`config.mk`:
```
export PLATFORM = sky130hd
export DESIGN_NAME = multi_mode_crc_byte_engine
export DESIGN_NICKNAME = d
export VERILOG_FILES = /design/src/sv/mcrc_pkg.sv /design/src/sv/mcrc_table.sv /design/src/sv/mcrc_core.sv /design/src/sv/multi_mode_crc_byte_engine.sv
export SDC_FILE = /design/constraint.sdc
export NUM_CORES = 1
export LEC_CHECK = 0
export BUFFER_PORTS_ARGS = -buffer_cell sky130_fd_sc_hd__buf_2
export CORE_MARGIN = 4
export CORE_UTILIZATION = 37
export CTS_CLUSTER_SIZE = 12
export DETAILED_ROUTE_END_ITERATION = 10
export SETUP_SLACK_MARGIN = 0.2
export SYNTH_ARGS = -nofsm -noshare
export SYNTH_HDL_FRONTEND = slang
export SYNTH_HIERARCHICAL = 1
export SYNTH_SLANG_ARGS = --single-unit
```
`constraint.sdc`:
```
create_clock -name aclk -period 4 [get_ports aclk]
set_input_delay 0.8 -clock aclk [delete_from_list [all_inputs] [get_ports aclk]]
set_output_delay 0.8 -clock aclk [all_outputs]
set_load 0.005 [all_outputs]
```
`src/sv/mcrc_pkg.sv`:
```
// Shared types, mode codes and CRC table generator functions for the
// multi-mode CRC byte engine. No dependencies.

package mcrc_pkg;

    // Table mode codes as written to the configuration register
    localparam logic [2:0] MODE_CRC8_ATM    = 3'd0;
    localparam logic [2:0] MODE_CRC16_ANSI  = 3'd1;
    localparam logic [2:0] MODE_CRC16_CCITT = 3'd2;
    localparam logic [2:0] MODE_CRC32_IEEE  = 3'd3;
    localparam logic [2:0] MODE_CRC32_REFL  = 3'd4;
    localparam int         MODE_COUNT       = 5;

    localparam logic [2:0] MODE_RESET = MODE_CRC32_REFL;

    localparam logic [31:0] POLY8_ATM    = 32'h0000_0007;
    localparam logic [31:0] POLY16_ANSI  = 32'h0000_8005;
    localparam logic [31:0] POLY16_CCITT = 32'h0000_1021;
    localparam logic [31:0] POLY32_IEEE  = 32'h04C1_1DB7;
    localparam logic [31:0] POLY32_REFL  = 32'hEDB8_8320;

    // One input request as held in the input register
    typedef struct packed {
        logic [7:0]  data_byte;
        logic        first_byte;
        logic        last_byte;
        logic [31:0] seed;
    } item_t;

    function automatic logic [31:0] swap16(input logic [31:0] v);
        return {16'd0, v[7:0], v[15:8]};
    endfunction

    function automatic logic [31:0] swap32(input logic [31:0] v);
        return {v[7:0], v[15:8], v[23:16], v[31:24]};
    endfunction

    // MSB-first table entry for a CRC of the given width
    function automatic logic [31:0] msb_entry(input logic [7:0] idx, input int width,
                                              input logic [31:0] poly);
        logic [31:0] mask;
        logic [31:0] top;
        logic [31:0] v;
        mask = (width >= 32) ? 32'hFFFF_FFFF : ((32'd1 << width) - 32'd1);
        top  = 32'd1 << (width - 1);
        v    = {24'd0, idx} << (width - 8);
        for (int k = 0; k < 8; k++) begin
            if ((v & top) != 32'd0) begin
                v = ((v << 1) ^ poly) & mask;
            end else begin
                v = (v << 1) & mask;
            end
        end
        return v;
    endfunction

    // LSB-first (reflected) table entry
    function automatic logic [31:0] lsb_entry(input logic [7:0] idx,
                                              input logic [31:0] poly);
        logic [31:0] v;
        v = {24'd0, idx};
        for (int k = 0; k < 8; k++) begin
            if (v[0]) begin
                v = (v >> 1) ^ poly;
            end else begin
                v = v >> 1;
            end
        end
        return v;
    endfunction

    // Table entry for one mode; evaluated at elaboration only
    function automatic logic [31:0] table_entry(input logic [2:0] mode,
                                                input logic [7:0] idx);
        logic [31:0] e;
        case (mode)
            MODE_CRC8_ATM:    e = msb_entry(idx, 8, POLY8_ATM);
            MODE_CRC16_ANSI:  e = swap16(msb_entry(idx, 16, POLY16_ANSI));
            MODE_CRC16_CCITT: e = swap16(msb_entry(idx, 16, POLY16_CCITT));
            MODE_CRC32_IEEE:  e = swap32(msb_entry(idx, 32, POLY32_IEEE));
            default:          e = lsb_entry(idx, POLY32_REFL);
        endcase
        return e;
    endfunction

endpackage

```
`src/sv/mcrc_table.sv`:
```
// Byte-wide CRC table lookup for all five modes.
// Depends on mcrc_pkg. Each table is linear in its index, so an entry is the
// xor of the eight single-bit entries selected by the index bits.

module mcrc_table (
    input  logic [2:0]  mode,
    input  logic [7:0]  index,
    output logic [31:0] entry
);
    import mcrc_pkg::*;

    logic [31:0] basis      [MODE_COUNT][8];
    logic [31:0] mode_entry [MODE_COUNT];

    for (genvar m = 0; m < MODE_COUNT; m++) begin : g_mode
        for (genvar b = 0; b < 8; b++) begin : g_bit
            localparam logic [31:0] BASIS_ENTRY = table_entry(3'(m), 8'(1 << b));
            assign basis[m][b] = BASIS_ENTRY;
        end
    end

    always_comb begin
        for (int m = 0; m < MODE_COUNT; m++) begin
            mode_entry[m] = 32'd0;
            for (int b = 0; b < 8; b++) begin
                if (index[b]) begin
                    mode_entry[m] = mode_entry[m] ^ basis[m][b];
                end
            end
        end
    end

    always_comb begin
        case (mode)
            MODE_CRC8_ATM:    entry = mode_entry[0];
            MODE_CRC16_ANSI:  entry = mode_entry[1];
            MODE_CRC16_CCITT: entry = mode_entry[2];
            MODE_CRC32_IEEE:  entry = mode_entry[3];
            MODE_CRC32_REFL:  entry = mode_entry[4];
            default:          entry = 32'd0;
        endcase
    end

endmodule

```
`src/sv/mcrc_core.sv`:
```
// Fold stage: running CRC register, one table step per request, and the
// result register. Depends on mcrc_pkg and mcrc_table.

module mcrc_core (
    input  logic               aclk,
    input  logic               aresetn,
    input  logic [2:0]         mode,
    input  logic               item_valid,
    input  mcrc_pkg::item_t    item,
    output logic               item_take,
    output logic               out_valid,
    input  logic               out_ready,
    output logic [31:0]        out_crc,
    output logic               out_last,
    output logic               out_bad
);
    import mcrc_pkg::*;

    logic [31:0] running_crc_reg;
    logic [31:0] running_crc_next;
    logic        out_valid_reg;
    logic        out_valid_next;
    logic [31:0] out_crc_reg;
    logic        out_last_reg;
    logic        out_bad_reg;

    logic        bad;
    logic [31:0] start_crc;
    logic [31:0] entry;
    logic [31:0] fold_crc;

    assign bad       = (mode >= 3'(MODE_COUNT));
    assign start_crc = item.first_byte ? item.seed : running_crc_reg;

    mcrc_table u_table (
        .mode  (mode),
        .index (start_crc[7:0] ^ item.data_byte),
        .entry (entry)
    );

    assign fold_crc  = entry ^ {8'd0, start_crc[31:8]};
    assign item_take = item_valid && (!out_valid_reg || out_ready);

    always_comb begin
        running_crc_next = running_crc_reg;
        out_valid_next   = out_valid_reg;
        if (item_take) begin
            out_valid_next = 1'b1;
            // leave the register alone on an invalid mode
            if (!bad) begin
                running_crc_next = fold_crc;
            end
        end else if (out_ready) begin
            out_valid_next = 1'b0;
        end
    end

    always_ff @(posedge aclk) begin
        if (!aresetn) begin
            running_crc_reg <= 32'd0;
            out_valid_reg   <= 1'b0;
        end else begin
            running_crc_reg <= running_crc_next;
            out_valid_reg   <= out_valid_next;
        end
    end

    always_ff @(posedge aclk) begin
        if (item_take) begin
            out_crc_reg  <= bad ? 32'd0 : fold_crc;
            out_last_reg <= item.last_byte;
            out_bad_reg  <= bad;
        end
    end

    assign out_valid = out_valid_reg;
    assign out_crc   = out_crc_reg;
    assign out_last  = out_last_reg;
    assign out_bad   = out_bad_reg;

    a_take_fills_output: assert property (@(posedge aclk) disable iff (!aresetn)
        item_take |=> out_valid_reg)
        else $error("taken request did not reach the result register");

    a_good_result_is_state: assert property (@(posedge aclk) disable iff (!aresetn)
        item_take && !bad |=> running_crc_reg == out_crc_reg)
        else $error("result differs from running crc");

    a_bad_mode_keeps_state: assert property (@(posedge aclk) disable iff (!aresetn)
        item_take && bad |=> $stable(running_crc_reg) && out_bad_reg && out_crc_reg == 32'd0)
        else $error("invalid mode changed state or gave nonzero crc");

    a_idle_keeps_state: assert property (@(posedge aclk) disable iff (!aresetn)
        !item_take |=> $stable(running_crc_reg))
        else $error("running crc changed without a request");

endmodule

```
`src/sv/multi_mode_crc_byte_engine.sv`:
```
// Top level of the multi-mode CRC byte engine: input register, mode register
// and the fold stage. Depends on mcrc_pkg and mcrc_core.
//
//  channel | direction | contents
//  s_      | in        | tdata {seed, data_byte}, tuser first_byte, tlast last_byte
//  m_      | out       | tdata crc_value, tuser bad_mode, tlast run_done
//  cfg_    | in        | cfg_data crc_mode, always ready
//
// One request per cycle sustained while m_tready is high; a request passes
// through the input register and then, via the table step, into the result
// register, from which it is presented on m_.
// The running CRC feeds back through one table lookup and xor per taken request.
// Reset clears the running CRC to zero and sets crc_mode to 4.
// A stalled m_ side holds its result; s_tready drops only when both the input
// register and the result register are full.

module multi_mode_crc_byte_engine (
    input  logic        aclk,
    input  logic        aresetn,
    input  logic        s_tvalid,
    output logic        s_tready,
    input  logic [39:0] s_tdata,   // [7:0] data_byte, [39:8] seed
    input  logic        s_tuser,   // [0] first_byte
    input  logic        s_tlast,
    output logic        m_tvalid,
    input  logic        m_tready,
    output logic [31:0] m_tdata,   // [31:0] crc_value
    output logic        m_tuser,   // [0] bad_mode
    output logic        m_tlast,
    input  logic        cfg_valid,
    output logic        cfg_ready,
    input  logic [2:0]  cfg_data
);
    import mcrc_pkg::*;

    logic [2:0] mode_reg;
    logic       in_valid_reg;
    logic       in_valid_next;
    item_t      in_item_reg;
    logic       item_take;
    logic       s_accept;

    assign cfg_ready = 1'b1;

    always_ff @(posedge aclk) begin
        if (!aresetn) begin
            mode_reg <= MODE_RESET;
        end else if (cfg_valid) begin
            mode_reg <= cfg_data;
        end
    end

    assign s_tready = !in_valid_reg || item_take;
    assign s_accept = s_tvalid && s_tready;

    always_comb begin
        in_valid_next = in_valid_reg;
        if (s_accept) begin
            in_valid_next = 1'b1;
        end else if (item_take) begin
            in_valid_next = 1'b0;
        end
    end

    always_ff @(posedge aclk) begin
        if (!aresetn) begin
            in_valid_reg <= 1'b0;
        end else begin
            in_valid_reg <= in_valid_next;
        end
    end

    always_ff @(posedge aclk) begin
        if (s_accept) begin
            in_item_reg.data_byte  <= s_tdata[7:0];
            in_item_reg.seed       <= s_tdata[39:8];
            in_item_reg.first_byte <= s_tuser;
            in_item_reg.last_byte  <= s_tlast;
        end
    end

    mcrc_core u_core (
        .aclk       (aclk),
        .aresetn    (aresetn),
        .mode       (mode_reg),
        .item_valid (in_valid_reg),
        .item       (in_item_reg),
        .item_take  (item_take),
        .out_valid  (m_tvalid),
        .out_ready  (m_tready),
        .out_crc    (m_tdata),
        .out_last   (m_tlast),
        .out_bad    (m_tuser)
    );

endmodule
```
Yosys cells after proc, flatten, opt, wreduce, memory -nomap -nowiden
Cells that the tools add are included.
{"block": "classes", "reduce_logical": 10, "n_mux": 46, "n_lt_le_gt_ge": 1, "n_eq_ne": 4, "bitwise_logic": 38}
{"cell": "32-bit 2-to-1 mux", "count": 8}
{"cell": "32-bit one-hot mux with 5 select lines", "count": 1}
{"cell": "31-bit 2-to-1 mux", "count": 5}
{"cell": "14-bit inverter", "count": 11}
{"cell": "16-bit 2-to-1 mux", "count": 5}
{"cell": "5-bit inverter", "count": 12}
{"cell": "15-bit 2-to-1 mux", "count": 3}
{"cell": "15-bit inverter", "count": 3}
{"cell": "14-bit 2-to-1 mux", "count": 3}
{"cell": "32-bit by 24-bit bitwise XOR with 32-bit output", "count": 1}
{"cell": "30-bit 2-to-1 mux", "count": 1}
{"cell": "29-bit 2-to-1 mux", "count": 1}
{"cell": "28-bit 2-to-1 mux", "count": 1}
{"cell": "27-bit 2-to-1 mux", "count": 1}
{"cell": "3-bit inverter", "count": 9}
{"cell": "12-bit 2-to-1 mux", "count": 2}
{"cell": "8-bit 2-to-1 mux", "count": 3}
{"cell": "13-bit 2-to-1 mux", "count": 1}
{"cell": "11-bit 2-to-1 mux", "count": 1}
{"cell": "10-bit 2-to-1 mux", "count": 1}
{"cell": "8-bit bitwise XOR", "count": 1}
{"cell": "7-bit 2-to-1 mux", "count": 1}
{"cell": "3-bit by 2-bit equality test with 1-bit output, second input constant", "count": 2}
{"cell": "6-bit 2-to-1 mux", "count": 1}
{"cell": "14 further kinds", "count": 21}
{"block": "word_totals", "input_bits": 50, "output_inout_bits": 37, "wordCells": 110, "register_bits": 113}

Longest topological paths before layout
{"block": "logic_depth", "word_depth": 19, "mapped_depth": 12, "depth_no_buf": 8}

Modules after synthesis
Netlist, hierarchy kept.
{"module": "mcrc_core", "area_each_um2": 3001.6, "instances": 1, "seq_area_each_um2": 1681.6, "cells_each": 264}
{"module": "mcrc_table", "area_each_um2": 1486.4, "instances": 1, "seq_area_each_um2": 0.0, "cells_each": 204}
{"module": "multi_mode_crc_byte_engine", "area_each_um2": 1430.1, "instances": 1, "seq_area_each_um2": 1341.3, "cells_each": 58}

Worst setup path before layout
OpenSTA, ideal clock, no wires.
{"block": "synth_timing", "path_type": "input port to flip-flop", "startpoint": "input m_tready", "endpoint": "register in_item_reg[0] (netlist bit) (enable)", "cell_stages": 5, "arrival_time_ps": 3924, "slack_ps": -328, "path_buffers": 1, "required_time_ps": 3596, "setup_time_ps": 404, "path_cell_list": "nor2b_1 -> buf_2 -> nor2_1 -> nand2b_4 -> and2_1"}
{"block": "synth_via", "elab_chain_len": 4}
{"item": "from (decl)", "line": "multi_mode_crc_byte_engine.sv:26", "source": "input logic m_tready,"}
{"item": "1-bit logical OR", "line": "mcrc_core.sv:42", "source": "assign item_take = item_valid && (!out_valid_reg || out_ready);"}
{"item": "1-bit logical AND", "line": "mcrc_core.sv:42"}
{"item": "net item_take", "line": "multi_mode_crc_byte_engine.sv:40", "source": "logic item_take;"}
{"item": "1-bit logical OR", "line": "multi_mode_crc_byte_engine.sv:53", "source": "assign s_tready = !in_valid_reg || item_take;"}
{"item": "net s_tready", "line": "multi_mode_crc_byte_engine.sv:21", "source": "output logic s_tready,"}
{"item": "1-bit logical AND", "line": "multi_mode_crc_byte_engine.sv:54", "source": "assign s_accept = s_tvalid && s_tready;"}
{"item": "to (decl)", "line": "multi_mode_crc_byte_engine.sv:39", "source": "item_t in_item_reg;"}
The timed path passes the listed nets, and every way through them passes these cells.
A chain may end at the register's enable or synchronous reset.

Worst setup path after layout
{"block": "layout_timing", "startpoint": "register in_item_reg[33] (netlist bit)", "endpoint": "register u_core.out_crc_reg[9] (netlist: u_core/out_crc[9]), data pin"}
{"block": "layout_via", "elab_chain_len": 17}
{"item": "32-bit 2-to-1 mux (*)", "line": "mcrc_core.sv:33", "source": "assign start_crc = item.first_byte ? item.seed : running_crc_reg;"}
{"item": "8-bit bitwise XOR (*)", "line": "mcrc_core.sv:37", "source": ".index (start_crc[7:0] ^ item.data_byte),"}
{"item": "12-bit 2-to-1 mux", "line": "mcrc_table.sv:26", "source": "if (index[b]) begin"}
{"item": "5-bit inverter (no line)"}
{"item": "13-bit 2-to-1 mux", "line": "mcrc_table.sv:26"}
{"item": "5-bit inverter (no line)"}
{"item": "14-bit 2-to-1 mux", "line": "mcrc_table.sv:26"}
{"item": "5-bit inverter (no line)"}
{"item": "(+2 left out)"}
{"item": "16-bit 2-to-1 mux", "line": "mcrc_table.sv:26"}
{"item": "5-bit inverter (no line)"}
{"item": "16-bit 2-to-1 mux", "line": "mcrc_table.sv:26"}
{"item": "5-bit inverter (no line)"}
{"item": "10-bit 2-to-1 mux", "line": "mcrc_table.sv:26"}
{"item": "32-bit one-hot mux with 5 select lines (*)", "line": "mcrc_table.sv:34", "source": "case (mode)"}
{"item": "net u_core.entry[9]", "line": "mcrc_core.sv:29", "source": "logic [31:0] entry;"}
{"item": "32-bit by 24-bit bitwise XOR with 32-bit output (*)", "line": "mcrc_core.sv:41", "source": "assign fold_crc = entry ^ {8'd0, start_crc[31:8]};"}
{"item": "to (signal assigned)", "line": "mcrc_core.sv:70", "source": "out_crc_reg <= bad ? 32'd0 : fold_crc;"}
{"item": "to (decl)", "line": "mcrc_core.sv:23", "source": "logic [31:0] out_crc_reg;"}
Mark *: on every way through the listed nets, which the timed path passes. The rest lies on a longest branch.

==> impl.org <==
** Layout
- Register area :: just over 3000 µm²
- From synthesis to final layout, the design area changed by 20.5%.
- The register with the most flip-flops in the layout has between 40 and 50 of them.
- Area used by multi-input combinational logic :: 2640 µm²
- Antenna Diode Count :: 0
- Core Util, Final :: between 40% and 50%
- Proportion of layout cells with a drive suffix above 1 :: ~24%
- After filler insertion, the fill cell instance count of the layout stands at roughly 1400.
- Final nets :: roughly 650

** Route
- For this run, the detailed router's first-pass iteration total came to 5.
- Antenna Violating Nets Remaining :: 0
- Post-route DRC violation count :: 0
- DRC marker count from the first detailed-route iteration :: 350
- For this block, the routed nets add up to between 15000 and 20000 µm of wire.
- In the final routed layout, each cell accounts on average for slightly below 20 µm.
- Dividing the detail-routed via count by the number of cells gives around 5.3.
- DR vias :: between 4000 and 5000

** Yosys
- The commonest cells after synthesis are edfxtp_1, xnor2_1, o22ai_1.
- Netlist area before placement :: roughly 5900 µm²
- Number of standard cells after synthesis :: between 500 and 600
- Number of enable-type register cells in the synthesized netlist :: between 70 and 80
- Synthesis-stage register bit count :: between 100 and 150
- Leading cell type by number of instances after synthesis :: edfxtp_1
- Main synth FF type :: edfxtp_1
- Number of distinct library cell variants in the gate-level netlist after synthesis :: 59
- Post-Synthesis Net Count :: approximately 580
- The largest total area in the synthesized netlist belongs to edfxtp_1.
- Summed over its instances, the top area cell type makes up between 30% and 40% of the synthesized netlist area.
- Warnings, synthesis :: 6
- For this run, asynchronously set or reset flops after synthesis account for 0%.
- Mean Syn Cell Area :: 11.3 µm²
- Cell types with the largest area share after synthesis :: edfxtp_1, dfxtp_1, xnor2_1
- Share of the yosys chip area belonging to registers :: just over 50%

** Global route
- Antenna violations before repair :: 0
- Pin count of the biggest net entering global routing :: between 40 and 50
- The number of global-route vias before repair is 4422.
- Leftover overflow at the end of global routing :: 0
- Global routing used 18.3% of the available tracks across all layers.
- First-pass GRT wire length :: roughly 25000 µm

** Floorplanning
- The floorplan step defined a die boundary enclosing roughly 18000 µm².
- Measured along the y axis, the die boundary spans 134 µm.
- Number of primary I/O pins :: between 80 and 90
- Floorplan row count :: 45
- Horizontal extent of the die :: ~130 µm
- Initial core utilization :: between 30% and 40%
- Total core area :: between 15000 and 20000 µm²

** Setup path
- STA puts the critical path data required time at between 4000 and 5000 ps.
- Critical path data arrival time :: 3650 ps
- Peak fanout along the critical path :: 9
- Reg-to-Reg Start :: in_item_reg[33]$_DFFE_PP_
- The critical path in this run is classified as flop to flop.
- CP max stage delay :: about 940 ps
- The worst setup path is captured at a flop.
- Worst path slowest cell :: xnor2_1
- Crit path launch :: in_item_reg[33]$_DFFE_PP_
- Setup crit start kind :: flop
- CP most frequent cell :: xnor2_1
- List of cells traversed by the critical path :: mux2i_1 > xnor2_1 > xnor2_4 > xnor3_1 > xnor2_1 > o21ai_0 > xor2_1 > nor2_1

** STA
- For the pin with the worst max-slew slack, the measured transition is approximately 1200 ps.
- Max-Slew Margin vs Limit :: about 20%
- Derived from the worst setup path, the maximum achievable clock frequency is between 200 and 300 MHz.
- The smallest clock period supported by the final layout is computed as roughly 3500 ps.
- Worst clock skew on the final layout :: around 14 ps
- The final max-slew violation count is 0.
- After routing, the total negative slack on setup checks comes to 0 ps.
- Setup violations remaining at the end of the flow were counted as 0.
- The number of failing hold endpoints at the final stage was 0.
- Setup repair after global routing left no endpoint under its margin.
- Dividing the final minimum period by the clock period gives around 87%.

** Run
- Across the run, the number of max-cap violations was 0.

** Clocking
- CTS tree :: built
- # H-tree levels :: 4
- Worst-Skew Late Latency :: around 420 ps
- After clock tree synthesis, the clock-pin slew on the worst setup and hold paths is roughly 60 ps.
- The cell sitting at the root of the clock tree is a clkbuf_16.
- Maximum clock insertion buffer count :: 2
- Num CTS Buffers :: 17
- Total number of clock tree sinks :: around 110
- Number of hold-repair buffers added at the cts stage :: 0

** Placed design
- The wire-length estimate of the detail-placed layout is roughly 11000 µm.
- At the end of routability-driven placement, the weighted congestion stood at between 0.8 and 0.9.
- Count of input and output buffers :: 85

** Pwr
- In this run the power density over the cells is 639 nW/µm².
- Standby leakage power :: between 2 and 3 nW
- Maximum vdd ir drop :: around 0.36 mV

** Min path
- Hold Crit Class :: flop to flop
- Hold Startpoint :: in_item_reg[32]$_DFFE_PP_

** Run status
- Status :: finished, final reports clean
routing by layer:
| layer | share of wire, % | vias up | track usage, % |
|---|---|---|---|
| met1 | 43 | 2118 | 23.5 |
| met2 | 48 | 188 | 29.4 |
| met4 | 2.6 | 0 | 8.20 |
| met5 | 0 | - | 0 |
| met3 | 6.7 | 38 | 4.62 |
| li1 | - | 2056 | - |
what timing repair did:
action,in CTS,in global routing
buffers inserted,0,0
resized for setup,0,1
setup endpoints to repair,0,1
endpoints found under the hold margin,0,0
area by class of cell:
| cell class | instances | share of cell area (%) |
|---|---|---|
| clock buffer | 20 | 6.41 |
| clock inverter | 12 | 2.30 |
| inverter | 9 | 0.474 |
| multi-input combinational | 361 | 37.0 |
| sequential | 113 | 42.4 |
| tap | 211 | 3.70 |
| timing repair buffer | 102 | 7.76 |
worst paths after layout:
| check | endpoint | slack, ps | cells past startpoint |
|---|---|---|---|
| max reg2reg | u_core/out_crc[9]$_SDFFCE_PP0P_ | 500 | 8 |
| max | u_core/out_crc[9]$_SDFFCE_PP0P_ | 500 | 8 |
| min reg2reg | u_core/out_last$_DFFE_PP_ | 420 | 0 |
| min | u_core/out_last$_DFFE_PP_ | 420 | 0 |
worst max-delay path: cells and delay by family (launching register included):
kind	cells	cell delay, ps
multiplexers	1	190
AND/OR/NAND/NOR	1	70
flip-flops	1	560
AO/OA/AOI/OAI	1	230
XOR/XNOR	5	2190
kinds of logic after synthesis:
family,share of synthesized area [%]
compound gates,12.4
buf+inv,4.82
xor+xnor,15.9
simple gates,9.49
mux,6.26
flops,51.1
other cells,0.0634
through the flow:
step	power (W)	instance area [µm²]	hold WS [ps]	worst slack, ps	cells
4_1_cts	0.00458	7120	423	412	828
2_1_floorplan	0.00257	5920	400	306	526
5_1_grt	0.00478	7130	429	289	828
3_5_place_dp	0.00297	6500	409	427	796
3_3_place_gp	0.00297	6500	406	455	796
6_report	0.00455	7130	424	500	828
power breakdown:
group	leakage, nW	switching (W)	internal (W)
Combinational	1.39	0.000858	0.000604
Sequential	1.03	0.0000706	0.00143
Clock	0.313	0.000528	0.00107
cells in the final DEF (no fill, tap or decap), drive strengths merged, types with 4 or more instances in the layout:
cell type  count
clkinv         9
a221oi         5
o31ai          8
edfxtp        76
dfxtp         37
inv            8
buf          102
clkbuf        20
xnor2         58
and2           9
o21ai         19
nor2          37
nor2b          4
mux2i         37
xor2          39
nand2b         5
o22ai         41
a21oi         14
nand4          9
nand2         36
a31oi          4
nor3           4
bufinv         4
No activity file was read; power rests on OpenSTA's default activity.
